<file path="config.mk">
export PLATFORM = sky130hd
export DESIGN_NAME = stereo_rms_level_meter_core_flat
export DESIGN_NICKNAME = d
export VERILOG_FILES = /design/src/hw/rtl/srlm_pkg.sv /design/src/hw/rtl/srlm_if.sv /design/src/hw/rtl/srlm_div.sv /design/src/hw/rtl/srlm_sqrt.sv /design/src/hw/rtl/stereo_rms_level_meter_core.sv /design/src/flat_wrapper.sv
export SDC_FILE = /design/constraint.sdc
export NUM_CORES = 1
export LEC_CHECK = 0
export BUFFER_PORTS_ARGS = -buffer_cell sky130_fd_sc_hd__buf_2
export CELL_PAD_IN_SITES_DETAIL_PLACEMENT = 1
export CELL_PAD_IN_SITES_GLOBAL_PLACEMENT = 1
export CORE_ASPECT_RATIO = 2
export CORE_MARGIN = 10
export CORE_UTILIZATION = 35
export DETAILED_ROUTE_END_ITERATION = 8
export GPL_TIMING_DRIVEN = 0
export HOLD_SLACK_MARGIN = 0.03
export PLACE_DENSITY_LB_ADDON = 0.25
export SETUP_SLACK_MARGIN = 0.02
export SLEW_MARGIN = 20
export SYNTH_ARGS = -nofsm -noshare
export SYNTH_HDL_FRONTEND = slang
export SYNTH_SLANG_ARGS = --single-unit
export TNS_END_PERCENT = 10
</file>
<file path="constraint.sdc">
create_clock -name clk -period 15.4 [get_ports clk]
set_input_delay 4.62 -clock clk [delete_from_list [all_inputs] [get_ports clk]]
set_output_delay 4.62 -clock clk [all_outputs]
set_load 0.005 [all_outputs]
</file>
<file path="src/hw/rtl/srlm_pkg.sv">
package srlm_pkg;

  localparam int SAMPLE_W   = 16;
  localparam int LEVEL_W    = 15;
  localparam int SCALED_W   = 16;
  localparam int KEEP_W     = 16;
  localparam int SUM_W      = 38;
  localparam int DVD_W      = 38;
  localparam int DVS_W      = 15;
  localparam int RAD_W      = 30;
  localparam int MUL_A_W    = 17;
  localparam int MUL_B_W    = 15;
  localparam int MUL_P_W    = MUL_A_W + MUL_B_W;

  localparam logic [KEEP_W-1:0]  KEEP_RESET = 16'd60948;
  localparam logic [LEVEL_W-1:0] FULL_RESET = 15'd5571;

  // configuration register indexes
  localparam logic REG_SMOOTHING_KEEP   = 1'b0;
  localparam logic REG_FULL_SCALE_LEVEL = 1'b1;

  typedef struct packed {
    logic             start;
    logic [DVD_W-1:0] dividend;
    logic [DVS_W-1:0] divisor;
  } div_req_t;

endpackage

</file>
<file path="src/hw/rtl/srlm_if.sv">
interface srlm_in_if;
  import srlm_pkg::*;
  logic                       valid;
  logic                       ready;
  logic signed [SAMPLE_W-1:0] left_sample;
  logic signed [SAMPLE_W-1:0] right_sample;
  logic                       last_in_buffer;

  modport source (output valid, output left_sample, output right_sample,
                  output last_in_buffer, input ready);
  modport sink   (input valid, input left_sample, input right_sample,
                  input last_in_buffer, output ready);
endinterface

interface srlm_out_if;
  import srlm_pkg::*;
  logic                valid;
  logic                ready;
  logic [LEVEL_W-1:0]  rms_level;
  logic [LEVEL_W-1:0]  smoothed_level;
  logic [SCALED_W-1:0] scaled_level;

  modport source (output valid, output rms_level, output smoothed_level,
                  output scaled_level, input ready);
  modport sink   (input valid, input rms_level, input smoothed_level,
                  input scaled_level, output ready);
endinterface

</file>
<file path="src/hw/rtl/srlm_div.sv">
module srlm_div (
  input  logic                      clk,
  input  logic                      rst,
  input  srlm_pkg::div_req_t        req,
  output logic                      done,
  output logic [srlm_pkg::DVD_W-1:0] quotient
);
  import srlm_pkg::*;

  localparam int CNT_W = $clog2(DVD_W + 1);

  logic [DVD_W-1:0] dvd;
  logic [DVS_W-1:0] dvs;
  logic [DVS_W-1:0] rem;
  logic [CNT_W-1:0] cnt;
  logic             busy;
  logic [DVS_W:0]   shifted;
  logic             fits;

  // restoring division, one quotient bit per cycle shifted into dvd
  assign shifted  = {rem, dvd[DVD_W-1]};
  assign fits     = shifted >= {1'b0, dvs};
  assign quotient = dvd;

  always_ff @(posedge clk) begin
    if (rst) begin
      busy <= 1'b0;
      done <= 1'b0;
      cnt  <= '0;
    end else begin
      done <= 1'b0;
      if (req.start) begin
        dvd  <= req.dividend;
        dvs  <= req.divisor;
        rem  <= '0;
        cnt  <= CNT_W'(DVD_W);
        busy <= 1'b1;
      end else if (busy) begin
        if (fits) begin
          rem <= DVS_W'(shifted - {1'b0, dvs});
        end else begin
          rem <= shifted[DVS_W-1:0];
        end
        dvd <= {dvd[DVD_W-2:0], fits};
        cnt <= cnt - 1'b1;
        if (cnt == CNT_W'(1)) begin
          busy <= 1'b0;
          done <= 1'b1;
        end
      end
    end
  end

endmodule

</file>
<file path="src/hw/rtl/srlm_sqrt.sv">
module srlm_sqrt (
  input  logic                          clk,
  input  logic                          rst,
  input  logic                          start,
  input  logic [srlm_pkg::RAD_W-1:0]    radicand,
  output logic                          done,
  output logic [srlm_pkg::LEVEL_W-1:0]  root
);
  import srlm_pkg::*;

  localparam int STEPS = RAD_W / 2;
  localparam int CNT_W = $clog2(STEPS + 1);
  localparam int REM_W = LEVEL_W + 3;

  logic [RAD_W-1:0] rad;
  logic [REM_W-1:0] rem;
  logic [CNT_W-1:0] cnt;
  logic             busy;
  logic [REM_W-1:0] rem4;
  logic [REM_W-1:0] trial;

  // digit-by-digit root, one result bit per cycle
  assign rem4  = {rem[REM_W-3:0], rad[RAD_W-1 -: 2]};
  assign trial = {1'b0, root, 2'b01};

  always_ff @(posedge clk) begin
    if (rst) begin
      busy <= 1'b0;
      done <= 1'b0;
      cnt  <= '0;
    end else begin
      done <= 1'b0;
      if (start) begin
        rad  <= radicand;
        rem  <= '0;
        root <= '0;
        cnt  <= CNT_W'(STEPS);
        busy <= 1'b1;
      end else if (busy) begin
        if (rem4 >= trial) begin
          rem  <= rem4 - trial;
          root <= {root[LEVEL_W-2:0], 1'b1};
        end else begin
          rem  <= rem4;
          root <= {root[LEVEL_W-2:0], 1'b0};
        end
        rad <= {rad[RAD_W-3:0], 2'b00};
        cnt <= cnt - 1'b1;
        if (cnt == CNT_W'(1)) begin
          busy <= 1'b0;
          done <= 1'b1;
        end
      end
    end
  end

endmodule

</file>
<file path="src/hw/rtl/stereo_rms_level_meter_core.sv">
// Stereo RMS level meter. Ready is high only in S_IDLE; after a stereo word
// is taken, S_SQ_L and S_SQ_R square and add the halved left and right samples
// on the one shared multiplier. A word marked last_in_buffer then runs the
// end-of-buffer sequence: a shift-subtract divide for the mean square, a
// digit-by-digit root (both skipped for an empty buffer), the multiply states
// S_MUL_OLD and S_MUL_NEW for the smoothing, and a second divide for the
// scaled level. The result sits in an output register; new words are accepted
// while it waits, and only the next end of buffer stalls until it is taken.
// Words beyond MAX_FRAMES in one buffer are left out of the average.
module stereo_rms_level_meter_core #(
  parameter int MAX_FRAMES = 256
) (
  input  logic                         clk,
  input  logic                         rst,
  srlm_in_if.sink                      sample_in,
  srlm_out_if.source                   level_out,
  input  logic                         cfg_we,
  input  logic                         cfg_index,
  input  logic [srlm_pkg::KEEP_W-1:0]  cfg_data
);
  import srlm_pkg::*;

  localparam int CNT_W = $clog2(MAX_FRAMES + 1);

  typedef enum logic [3:0] {
    S_IDLE, S_SQ_L, S_SQ_R, S_MS_START, S_MS_WAIT, S_RT_START, S_RT_WAIT,
    S_MUL_OLD, S_MUL_NEW, S_SC_START, S_SC_WAIT, S_WRITE
  } state_t;

  state_t state;

  logic [KEEP_W-1:0]         keep;
  logic [LEVEL_W-1:0]        full_scale;
  logic [SUM_W-1:0]          square_sum;
  logic [CNT_W-1:0]          sample_count;
  logic [LEVEL_W-1:0]        smoothed_value;
  logic [LEVEL_W-1:0]        rms;
  logic [MUL_P_W-1:0]        mul_acc;

  logic signed [SAMPLE_W-1:0] left_s;
  logic signed [SAMPLE_W-1:0] right_s;
  logic                       last_s;
  logic                       take_s;

  logic signed [LEVEL_W-1:0] half_l;
  logic signed [LEVEL_W-1:0] half_r;
  logic [LEVEL_W-1:0]        abs_l;
  logic [LEVEL_W-1:0]        abs_r;
  logic [MUL_A_W-1:0]        mul_a;
  logic [MUL_B_W-1:0]        mul_b;
  logic [MUL_P_W-1:0]        product;
  logic [SUM_W:0]            sum_wide;
  logic [SUM_W-1:0]          sum_next;
  logic [MUL_P_W-1:0]        smooth_sum;
  logic [LEVEL_W-1:0]        fs_eff;

  div_req_t                  div_req;
  logic                      div_done;
  logic [DVD_W-1:0]          div_q;
  logic                      rt_start;
  logic                      rt_done;
  logic [LEVEL_W-1:0]        rt_root;

  assign half_l = left_s[SAMPLE_W-1:1];
  assign half_r = right_s[SAMPLE_W-1:1];
  assign abs_l  = half_l[LEVEL_W-1] ? LEVEL_W'(-half_l) : LEVEL_W'(half_l);
  assign abs_r  = half_r[LEVEL_W-1] ? LEVEL_W'(-half_r) : LEVEL_W'(half_r);

  // shared multiplier operand select
  always_comb begin
    case (state)
      S_SQ_L: begin
        mul_a = MUL_A_W'(abs_l);
        mul_b = abs_l;
      end
      S_SQ_R: begin
        mul_a = MUL_A_W'(abs_r);
        mul_b = abs_r;
      end
      S_MUL_OLD: begin
        mul_a = MUL_A_W'(keep);
        mul_b = smoothed_value;
      end
      S_MUL_NEW: begin
        mul_a = (MUL_A_W'(1) << KEEP_W) - MUL_A_W'(keep);
        mul_b = rms;
      end
      default: begin
        mul_a = '0;
        mul_b = '0;
      end
    endcase
  end

  assign product    = mul_a * mul_b;
  assign sum_wide   = {1'b0, square_sum} + (SUM_W + 1)'(product);
  assign sum_next   = sum_wide[SUM_W] ? {SUM_W{1'b1}} : sum_wide[SUM_W-1:0];
  assign smooth_sum = mul_acc + product;
  assign fs_eff     = (full_scale == '0) ? LEVEL_W'(1) : full_scale;

  always_comb begin
    div_req.start    = (state == S_MS_START) || (state == S_SC_START);
    div_req.dividend = (state == S_SC_START) ? DVD_W'({smoothed_value, 16'h0000})
                                             : square_sum;
    div_req.divisor  = (state == S_SC_START) ? fs_eff
                                             : DVS_W'({sample_count, 1'b0});
  end

  assign rt_start = (state == S_RT_START);

  srlm_div u_div (
    .clk      (clk),
    .rst      (rst),
    .req      (div_req),
    .done     (div_done),
    .quotient (div_q)
  );

  srlm_sqrt u_sqrt (
    .clk      (clk),
    .rst      (rst),
    .start    (rt_start),
    .radicand (div_q[RAD_W-1:0]),
    .done     (rt_done),
    .root     (rt_root)
  );

  assign sample_in.ready = (state == S_IDLE);

  always_ff @(posedge clk) begin
    if (rst) begin
      state           <= S_IDLE;
      keep            <= KEEP_RESET;
      full_scale      <= FULL_RESET;
      square_sum      <= '0;
      sample_count    <= '0;
      smoothed_value  <= '0;
      level_out.valid <= 1'b0;
    end else begin
      if (cfg_we) begin
        case (cfg_index)
          REG_SMOOTHING_KEEP:   keep       <= cfg_data;
          REG_FULL_SCALE_LEVEL: full_scale <= cfg_data[LEVEL_W-1:0];
          default: ;
        endcase
      end

      if (level_out.valid && level_out.ready && (state != S_WRITE)) begin
        level_out.valid <= 1'b0;
      end

      case (state)
        S_IDLE: begin
          if (sample_in.valid) begin
            left_s  <= sample_in.left_sample;
            right_s <= sample_in.right_sample;
            last_s  <= sample_in.last_in_buffer;
            take_s  <= sample_count < CNT_W'(MAX_FRAMES);
            state   <= S_SQ_L;
          end
        end
        S_SQ_L: begin
          if (take_s) begin
            square_sum <= sum_next;
          end
          state <= S_SQ_R;
        end
        S_SQ_R: begin
          if (take_s) begin
            square_sum   <= sum_next;
            sample_count <= sample_count + 1'b1;
          end
          state <= last_s ? S_MS_START : S_IDLE;
        end
        S_MS_START: begin
          // empty buffer gives a zero rms level
          if (sample_count == '0) begin
            rms   <= '0;
            state <= S_MUL_OLD;
          end else begin
            state <= S_MS_WAIT;
          end
        end
        S_MS_WAIT: begin
          if (div_done) begin
            state <= S_RT_START;
          end
        end
        S_RT_START: begin
          state <= S_RT_WAIT;
        end
        S_RT_WAIT: begin
          if (rt_done) begin
            rms   <= rt_root;
            state <= S_MUL_OLD;
          end
        end
        S_MUL_OLD: begin
          mul_acc <= product;
          state   <= S_MUL_NEW;
        end
        S_MUL_NEW: begin
          smoothed_value <= smooth_sum[KEEP_W +: LEVEL_W];
          state          <= S_SC_START;
        end
        S_SC_START: begin
          state <= S_SC_WAIT;
        end
        S_SC_WAIT: begin
          if (div_done) begin
            state <= S_WRITE;
          end
        end
        S_WRITE: begin
          if (!level_out.valid || level_out.ready) begin
            level_out.valid          <= 1'b1;
            level_out.rms_level      <= rms;
            level_out.smoothed_level <= smoothed_value;
            level_out.scaled_level   <= (div_q[DVD_W-1:SCALED_W] != '0)
                                        ? {SCALED_W{1'b1}} : div_q[SCALED_W-1:0];
            square_sum               <= '0;
            sample_count             <= '0;
            state                    <= S_IDLE;
          end
        end
        default: state <= S_IDLE;
      endcase
    end
  end

endmodule

</file>
<file path="src/flat_wrapper.sv">
// flat-port wrapper written by rule: the top's interface ports become plain ports
module stereo_rms_level_meter_core_flat import srlm_pkg::*;
#(
  parameter int MAX_FRAMES = 256
)
  (clk, rst, cfg_we, cfg_index, cfg_data, sample_in_valid, sample_in_left_sample, sample_in_right_sample, sample_in_last_in_buffer, sample_in_ready, level_out_valid, level_out_rms_level, level_out_smoothed_level, level_out_scaled_level, level_out_ready);
  srlm_in_if sample_in_i ();
  srlm_out_if level_out_i ();
  input  logic clk;
  input  logic rst;
  input  logic cfg_we;
  input  logic cfg_index;
  input  logic [srlm_pkg::KEEP_W-1:0] cfg_data;
  input wire logic [$bits(sample_in_i.valid)-1:0] sample_in_valid;
  input wire logic [$bits(sample_in_i.left_sample)-1:0] sample_in_left_sample;
  input wire logic [$bits(sample_in_i.right_sample)-1:0] sample_in_right_sample;
  input wire logic [$bits(sample_in_i.last_in_buffer)-1:0] sample_in_last_in_buffer;
  output wire logic [$bits(sample_in_i.ready)-1:0] sample_in_ready;
  output wire logic [$bits(level_out_i.valid)-1:0] level_out_valid;
  output wire logic [$bits(level_out_i.rms_level)-1:0] level_out_rms_level;
  output wire logic [$bits(level_out_i.smoothed_level)-1:0] level_out_smoothed_level;
  output wire logic [$bits(level_out_i.scaled_level)-1:0] level_out_scaled_level;
  input wire logic [$bits(level_out_i.ready)-1:0] level_out_ready;
  assign sample_in_i.valid = sample_in_valid;
  assign sample_in_i.left_sample = sample_in_left_sample;
  assign sample_in_i.right_sample = sample_in_right_sample;
  assign sample_in_i.last_in_buffer = sample_in_last_in_buffer;
  assign sample_in_ready = sample_in_i.ready;
  assign level_out_valid = level_out_i.valid;
  assign level_out_rms_level = level_out_i.rms_level;
  assign level_out_smoothed_level = level_out_i.smoothed_level;
  assign level_out_scaled_level = level_out_i.scaled_level;
  assign level_out_i.ready = level_out_ready;
  stereo_rms_level_meter_core #(.MAX_FRAMES(MAX_FRAMES)) u_core (.clk(clk), .rst(rst), .sample_in(sample_in_i), .level_out(level_out_i), .cfg_we(cfg_we), .cfg_index(cfg_index), .cfg_data(cfg_data));
endmodule
</file>
Yosys cells after proc, flatten, opt, wreduce, memory -nomap -nowiden. Index checks and enable logic that the tools add are counted.

$add $sub $neg: 10. Multiply operators: 1. Order comparisons: 3. Eq/ne operators: 22. Mux-type cells: 50. Bitwise logic cells: 5. Reduce and logical (&&, ||, !) cells: 31.

Operators with widths (count): $mux 38 (6); $mux 15 (7); $pmux 38 s2 (1); $pmux 17 s4 (1); $mux 30 (2); $pmux 15 s4 (1); $pmux 4 s12 (1); $add 38x32->39 (1); $mul 17x15->32 (1); $mux 16 (2); $add 31x31->31 (1); $neg 15->15 (2); $pmux 15 s2 (1); $mux 4 (7); $reduce_bool 22->1 (1); $mux 10 (2); $ge 18x17->1 (1); $mux 9 (2); $pmux 9 s2 (1); $sub 17x16->17 const A (1); $eq 4x3->1 const B (4); $eq 4x4->1 const B (4); $ge 16x15->1 (1); $sub 16x16->16 (1); 28 further kinds (70).

Bits in registers: 367. Output and inout bits: 48. Logic and storage cells: 153.

Depth between registers and ports, before layout. Gate-level depths: netlist of the first run.

Depth in word-level cells: 8. Gate-level depth with buffers: 44.

Hierarchy. A second synthesis of the first run with hierarchy kept.

Cells, all modules: 2912. Area, all modules: 28497.3 um^2.

By module, submodules not included: stereo_rms_level_meter_core (instances 1, cells an instance 2289, area an instance 20876.3 um^2); srlm_div (instances 1, cells an instance 309, area an instance 3936.3 um^2); srlm_sqrt (instances 1, cells an instance 314, area an instance 3684.8 um^2).

Least setup slack after synthesis of the first run. No wires, ideal clock.

Path kind: register to register. Start: reg u_core.keep[0]. End: reg u_core.square_sum[11]. Arrival time: 10.596 ns. Required time: 15.314 ns. Path slack: 4.718 ns. Cell stages (with the launch flop): 41. Path buffers: 2. Period minus slack after synthesis: 10.682 ns. Cell sequence: dfxtp_1 > or3_4 > or3_4 > or3_4 > or3_4 > or3_4 > or3_4 > a221o_1 > buf_2 > nand2_1 > fa_1 > fa_1 > inv_1 > fa_1 > fa_1 > fa_1 > inv_1 > fa_1 > [... 5 more ...] > a21oi_1 > a221o_1 > a41o_1 > o21a_1 > nor2_1 > xnor2_1 > ha_1 > and3_1 > nand3_1 > nor2_1 > nand2_1 > or3_1 > a31oi_1 > nor2_1 > nor3_1 > nor2_1 > clkbuf_1 > a211oi_1.

Cells in the longest elaborated chain, start to end: 7.

Ends and longest elaborated chain: from (decl) (line stereo_rms_level_meter_core.sv:32) `logic [KEEP_W-1:0] keep;`; from (signal assigned) (line stereo_rms_level_meter_core.sv:142) `REG_SMOOTHING_KEEP: keep <= cfg_data;`; $sub 17x16->17 (line stereo_rms_level_meter_core.sv:85) `mul_a = (MUL_A_W'(1) << KEEP_W) - MUL_A_W'(keep);`; $pmux 17 s4 * (line stereo_rms_level_meter_core.sv:71) `case (state)`; $mul 17x15->32 * (line stereo_rms_level_meter_core.sv:95) `assign product = mul_a * mul_b;`; via u_core.product[28] (line stereo_rms_level_meter_core.sv:51) `logic [MUL_P_W-1:0] product;`; $add 38x32->39 * (line stereo_rms_level_meter_core.sv:96) `assign sum_wide = {1'b0, square_sum} + (SUM_W + 1)'(product);`; $mux 38 * (line stereo_rms_level_meter_core.sv:97) `assign sum_next = sum_wide[SUM_W] ? {SUM_W{1'b1}} : sum_wide[SUM_W-1:0];`; $mux 38 * (line stereo_rms_level_meter_core.sv:163, stereo_rms_level_meter_core.sv:169); $pmux 38 s2 * (line stereo_rms_level_meter_core.sv:152) `case (state)`; to (signal assigned) (line stereo_rms_level_meter_core.sv:164) `square_sum <= sum_next;`; to (signal assigned) (line stereo_rms_level_meter_core.sv:170) `square_sum <= sum_next;`; to (decl) (line stereo_rms_level_meter_core.sv:34) `logic [SUM_W-1:0] square_sum;`.

The timed path passes the listed nets; every way through them passes the cells marked *. The select of a mux whose other input is x is not followed. A chain may end at the register's enable or synchronous reset.

Final worst setup path of the first run.
Start: reg u_core.right_s[1]. End: reg u_core.square_sum[15].

Cells in the longest elaborated chain, start to end: 8. Elaborated cells between the ends (all ways): 9.

Ends and longest elaborated chain: from (decl) (line stereo_rms_level_meter_core.sv:41) `logic signed [SAMPLE_W-1:0] right_s;`; from (signal assigned) (line stereo_rms_level_meter_core.sv:156) `right_s <= sample_in.right_sample;`; $neg 15->15 (line stereo_rms_level_meter_core.sv:67) `assign abs_r = half_r[LEVEL_W-1] ? LEVEL_W'(-half_r) : LEVEL_W'(half_r);`; $mux 15 * (line stereo_rms_level_meter_core.sv:67); $pmux 17 s4 or $pmux 15 s4 (tied branches) (line stereo_rms_level_meter_core.sv:71); $mul 17x15->32 * (line stereo_rms_level_meter_core.sv:95); via u_core.product[29] (line stereo_rms_level_meter_core.sv:51); $add 38x32->39 * (line stereo_rms_level_meter_core.sv:96); $mux 38 * (line stereo_rms_level_meter_core.sv:97); $mux 38 * (line stereo_rms_level_meter_core.sv:163, stereo_rms_level_meter_core.sv:169); $pmux 38 s2 * (line stereo_rms_level_meter_core.sv:152).

Marks and branches as above.

==> results of run 1 <==
critical path: cells and delay by family, from the launching register on:
family / cells / cell delay (ps)
and+or+nand+nor: 12 / 3350
xor gates and xnor gates: 1 / 130
buffers and inverters: 8 / 1490
AOI/OAI and AO/OA: 9 / 4340
DFF: 1 / 490
adders and majority gates: 9 / 3900
cell type report:
type / count / share of cell area, %
timing repair buffer: 123 / 2.51
clock buffer: 47 / 3.44
sequential: 365 / 31.7
multi-input combinational: 2157 / 52.3
antenna: 1 / 0.00806
tap: 1029 / 4.15
inverter: 291 / 3.52
clock inverter: 23 / 0.846
buffer: 127 / 1.57
kinds of logic after synthesis:
logic type / Yosys count / share of synthesized area, %
muxes: 26 / 0.951
xor gates and xnor gates: 128 / 4.08
buffers and inverters: 418 / 5.74
DFF: 365 / 35.8
AOI/OAI and AO/OA: 554 / 12.8
adders and majority gates: 393 / 23.2
and+or+nand+nor: 1056 / 17.4
sequential cells by signal, summed over array words and instances, names as in the netlist, 16 cells and up:
signal / flops
u_core.keep: 16
u_core.level_out.scaled_level: 16
u_core.mul_acc: 31
u_core.square_sum: 38
u_core.u_div.quotient: 38
u_core.u_sqrt.rad: 30
u_core.u_sqrt.rem: 16
synthesized netlist by cell type, types with 10 or more instances:
library cell / count / share of area [%]
o21a_1: 17 / 0.46
nand3b_1: 21 / 0.57
edfxtp_1: 253 / 28
dfxtp_1: 112 / 8.2
buf_1: 10 / 0.14
nand2b_1: 38 / 0.86
nand3_1: 33 / 0.60
mux2i_1: 25 / 0.91
and3_1: 21 / 0.48
clkbuf_1: 114 / 1.6
o21ai_0: 88 / 1.6
nor4_1: 17 / 0.39
fa_1: 195 / 14
a211oi_1: 46 / 1.3
a21oi_1: 193 / 3.5
o21bai_1: 16 / 0.44
nor3_1: 38 / 0.69
a21o_1: 46 / 1.3
a221oi_1: 16 / 0.51
o31ai_1: 13 / 0.35
nor2b_1: 22 / 0.50
a221o_1: 21 / 0.76
o22ai_1: 13 / 0.30
ha_1: 198 / 9.0
nor2_1: 261 / 3.6
nand4_1: 22 / 0.50
or3_1: 18 / 0.41
xor2_1: 60 / 1.9
inv_1: 290 / 4.0
xnor2_1: 68 / 2.2
a31oi_1: 27 / 0.61
nand2_1: 477 / 6.5
a21boi_0: 10 / 0.27
and2_1: 40 / 0.91
per-stage QoR:
stage                     instance area, sq um  hold slack, ps  setup WS (ps)  std cells
after floorplan                          27500             427           4720       2940
after global placement                   29300             452           1390       4068
after detailed placement                 29700             472           1690       4092
after CTS                                31000             483           1570       4162
after global routing                     31100             510           1000       4163
final                                    31100             487           1540       4163
report_power, final:
group / internal, mW / leakage, nW / total (mW) / switching (mW)
logic: 0.769 / 9.25 / 2.22 / 1.45
clock network: 0.568 / 0.646 / 1.01 / 0.440
registers: 1.15 / 3.16 / 1.23 / 0.0790
total: 2.48 / 13.1 / 4.46 / 1.97
path summary, 6_finish.rpt:
kind | start | end | slack, ps | depth (start not counted)
max | u_core.right_s[1] | u_core.square_sum[15] | 1540 | 39
max reg2reg | u_core.right_s[1] | u_core.square_sum[15] | 1540 | 39
min | u_core.full_scale[11] | u_core.full_scale[11] | 490 | 2
min reg2reg | u_core.full_scale[11] | u_core.full_scale[11] | 490 | 2
metal layers:
layer,GRT usage (%),vias to the layer above
met5,0,-
met4,14.3,0
met3,2.53,216
met2,43.8,408
met1,21.9,11400
li1,-,10400
==> results.py, run 1 <==
metrics = {
    "detailed_routing": {
        "highest_layer": "met4",
        "drc": 0,
        "vias_per_cell": 5.38,
        "finalWirelength_um": 102000,
        "met3_length_um": 2900,
        "num_vias": 22400,
        "drt-initial-drc-count": 1038,
        "postRouteAntennaNets": 0,
        "wl_met2_um": 57000,
        "wl_met1_um": 35100,
        "wl_per_cell_um": 24.6,
        "firstDrtPassIters": 5,
    },
    "power": {
        "powerDensity_nw_per_um2": 143,
        "finalPower_mw": 4.46,
        "p_leak_nw": 13.1,
        "worst_ir_drop_vdd_mv": 0.0710,
    },
    "worst_setup_path": {
        "critical_path_class": "register to register",
        "cp-start-kind": "register",
        "critPathMaxFanout": 10,
        "cpPeakStageDelay_ps": 930,
        "critPathArrivalTime_ps": 14330,
        "end_kind": "register",
        "required_ps": 15870,
        "cpMaxStageDelayCell": "o311ai_0",
    },
    "timing": {
        "tightest_slew_ps": 1060,
        "fin_skew_ps": 54.1,
        "setup_viol": 0,
        "clock.fmax_mhz": 72.2,
        "setup-tns-final_ps": 0,
        "slew_headroom_pct": 28.8,
        "hold_viol_final": 0,
        "rsz0062_at_grt": "no",
        "fin_crit_sh_pct": 90.0,
        "maxSlewViolCount": 0,
        "post-route-min-period_ps": 13860,
    },
    "clock_network": {
        "h-tree-depth": 2,
        "root_buffer": "clkbuf_16",
        "cts_resized": 0,
        "clk_latency_ps": 610,
        "path_clk_slew_ps": 70,
        "cts.path.max_buffers": 3,
        "hold_buffers": 0,
        "clkSinkCount": 365,
        "cts_tree": "done",
        "cts_setup_buffers": 0,
        "numCtsBuffers": 38,
    },
    "global_routing": {
        "antenna_found_initial": 3,
        "gr-total-overflow": 0,
        "grt_max_degree": 30,
        "grt_pass1_vias": 25300,
        "grt_usage_pct": 22.6,
        "grt_pass1_wl_um": 156000,
    },
    "status": {
        "outcome": "finished, final reports clean",
    },
    "synth": {
        "ys_warn_count": 0,
        "syn_area_sq_um": 27500,
        "ys_seq_area_share_pct": 35.8,
        "synthArstFlopShare_pct": 0,
        "ys_types": 72,
        "syn_inst": 2940,
        "synth_nets": 3388,
        "avgSynthCellArea_sq_um": 9.36,
        "synth-seq-cells": 365,
        "synth_edf_count": 253,
        "synthFlopType": "edfxtp_1",
    },
    "floorplanning": {
        "die_w_um": 218,
        "fp-row-count": 145,
        "die_h_um": 416,
        "dieArea_sq_um": 90900,
        "fp.coreArea_sq_um": 78000,
        "start_util_pct": 35.3,
        "num_io_pins": 103,
    },
    "placement": {
        "io_buffers": 99,
        "dp_hpwl_um": 85200,
        "gp_congestion": 0.977,
    },
    "cells_and_area": {
        "ff_latch_area_sq_um": 9840,
        "utilization_pct": 39.8,
        "syn_to_final_growth_pct": 12.9,
        "drive_gt1_share_pct": 7.88,
        "multi_input_area_sq_um": 16200,
        "final_cell_mix": "477 x nand2_1, 290 x inv_1, 255 x nor2_1",
        "final_common_cell": "nand2_1",
        "nFillCells": 9097,
        "nets": 3551,
    },
    "job": {
        "cap_violations": 0,
    },
    "hold_path": {
        "hold_path.class": "register to register",
    },
}
(Power assumes the default switching activity.)
==> run 2, diff against run 1 <==
--- a/config.mk
+++ b/config.mk
@@ -8,12 +8,13 @@
 export BUFFER_PORTS_ARGS = -buffer_cell sky130_fd_sc_hd__buf_2
 export CELL_PAD_IN_SITES_DETAIL_PLACEMENT = 1
 export CELL_PAD_IN_SITES_GLOBAL_PLACEMENT = 1
-export CORE_ASPECT_RATIO = 2
+export CORE_ASPECT_RATIO = 1.5
 export CORE_MARGIN = 10
 export CORE_UTILIZATION = 35
+export CTS_BUF_LIST = sky130_fd_sc_hd__clkbuf_8 sky130_fd_sc_hd__clkbuf_16
 export DETAILED_ROUTE_END_ITERATION = 8
 export GPL_TIMING_DRIVEN = 0
-export HOLD_SLACK_MARGIN = 0.03
+export HOLD_SLACK_MARGIN = 0.12
 export PLACE_DENSITY_LB_ADDON = 0.25
 export SETUP_SLACK_MARGIN = 0.02
 export SLEW_MARGIN = 20
==> results.py, run 2 (synthesis results as in run 1) <==
metrics = {
    "global_routing": {
        "grt_pass1_wl_um": 151000,
        "antenna_found_initial": 2,
        "grt_max_degree": 27,
        "grt_usage_pct": 21.7,
        "gr-total-overflow": 0,
        "grt_pass1_vias": 24800,
    },
    "power": {
        "powerDensity_nw_per_um2": 144,
        "p_leak_nw": 13.1,
        "worst_ir_drop_vdd_mv": 0.0861,
    },
    "timing": {
        "setup-tns-final_ps": 0,
        "fin_skew_ps": 24.4,
        "fin_crit_sh_pct": 85.1,
        "tightest_slew_ps": 1200,
        "post-route-min-period_ps": 13100,
        "maxSlewViolCount": 0,
        "rsz0062_at_grt": "no",
        "hold_viol_final": 0,
        "clock.fmax_mhz": 76.3,
        "setup_ws_ps": 2300,
        "setup_viol": 0,
        "slew_headroom_pct": 19.5,
    },
    "clock_network": {
        "clkSinkCount": 365,
        "numCtsBuffers": 41,
        "path_clk_slew_ps": 60,
        "cts_resized": 0,
        "cts_tree": "done",
        "cts.path.max_buffers": 3,
        "h-tree-depth": 2,
        "hold_buffers": 0,
        "cts_setup_buffers": 0,
        "clk_latency_ps": 610,
        "root_buffer": "clkbuf_16",
    },
    "cells_and_area": {
        "n_antenna_cell": 0,
        "final_common_cell": "nand2_1",
        "drive_gt1_share_pct": 7.77,
        "utilization_pct": 39.9,
        "final_cells": 4155,
        "nFillCells": 8880,
        "syn_to_final_growth_pct": 12.9,
        "nets": 3554,
        "final_cell_mix": "477 x nand2_1, 294 x inv_1, 256 x nor2_1",
    },
    "floorplanning": {
        "die_w_um": 249,
        "dieArea_sq_um": 90400,
        "num_io_pins": 103,
        "fp-row-count": 125,
        "fp.coreArea_sq_um": 77700,
        "start_util_pct": 35.4,
        "die_h_um": 363,
    },
    "detailed_routing": {
        "postRouteAntennaNets": 0,
        "wl_per_cell_um": 24.0,
        "num_vias": 22600,
        "drc": 0,
        "drt-initial-drc-count": 1223,
        "firstDrtPassIters": 5,
        "vias_per_cell": 5.45,
        "finalWirelength_um": 99500,
    },
    "placement": {
        "post-place-cells": 4078,
        "io_buffers": 99,
        "place_ws_ps": 2450,
        "dp_hpwl_um": 81800,
        "gp_congestion": 0.938,
    },
    "hold_path": {
        "hold_path.class": "register to register",
        "holdCritStartpoint": "u_core.rms[14]",
    },
    "worst_setup_path": {
        "cp_num_buf_inv": 8,
        "cpMaxStageDelayCell": "a221oi_1",
        "cpPeakStageDelay_ps": 840,
        "crit_path_start": "u_core.state[1]",
        "timing.rr.start": "u_core.state[1]",
        "required_ps": 15900,
        "cpLargestDelayFamily": "adder cells",
        "cp-start-kind": "register",
        "critPathMaxFanout": 10,
        "critical_path_class": "register to register",
        "critPathArrivalTime_ps": 13600,
        "end_kind": "register",
    },
    "status": {
        "outcome": "finished, final reports clean",
    },
    "job": {
        "cap_violations": 0,
    },
}
==> run 2: final cells by class <==
| class | instances | area (sq um) | share of cell area (%) |
|---|---|---|---|
| Multi-Input combinational cell | 2157 | 16200 | 52.2 |
| Sequential cell | 365 | 9840 | 31.7 |
| Tap cell | 1016 | 1270 | 4.09 |
| Clock buffer | 47 | 1130 | 3.64 |
| Inverter | 291 | 1090 | 3.52 |
| Timing Repair Buffer | 123 | 767 | 2.47 |
| Buffer | 127 | 487 | 1.57 |
| Clock inverter | 29 | 255 | 0.822 |
==> run 2: routing by layer <==
metal | GRT usage [%] | wire [um]
met1 | 23.9 | 38300
met3 | 2.28 | 3260
met5 | 0 | 0
met2 | 40.0 | 51900
met4 | 12.4 | 6060
==> run 2: final timing paths <==
check,to,slack [ps],depth (start not counted)
hold reg to reg,u_core.level_out.rms_level[14],470,0
setup reg to reg,u_core.square_sum[14],2300,40
hold / removal,u_core.level_out.rms_level[14],470,0
setup / recovery,u_core.square_sum[14],2300,40
==> run 2: per-stage QoR <==
step	cell area [sq um]	power [mW]	hold WS, ps
final	31100	4.48	471
after global placement	29300	3.37	460
after detailed placement	29700	3.45	458
after CTS	31000	4.49	471
after global routing	31100	4.77	488
after floorplan	27500	2.69	427
==> run 2: where the power goes <==
| group | switching [mW] | internal (mW) | total [mW] |
|---|---|---|---|
| clock network | 0.441 | 0.568 | 1.01 |
| logic | 1.47 | 0.769 | 2.24 |
| registers | 0.0829 | 1.15 | 1.23 |
| total | 2.00 | 2.49 | 4.48 |
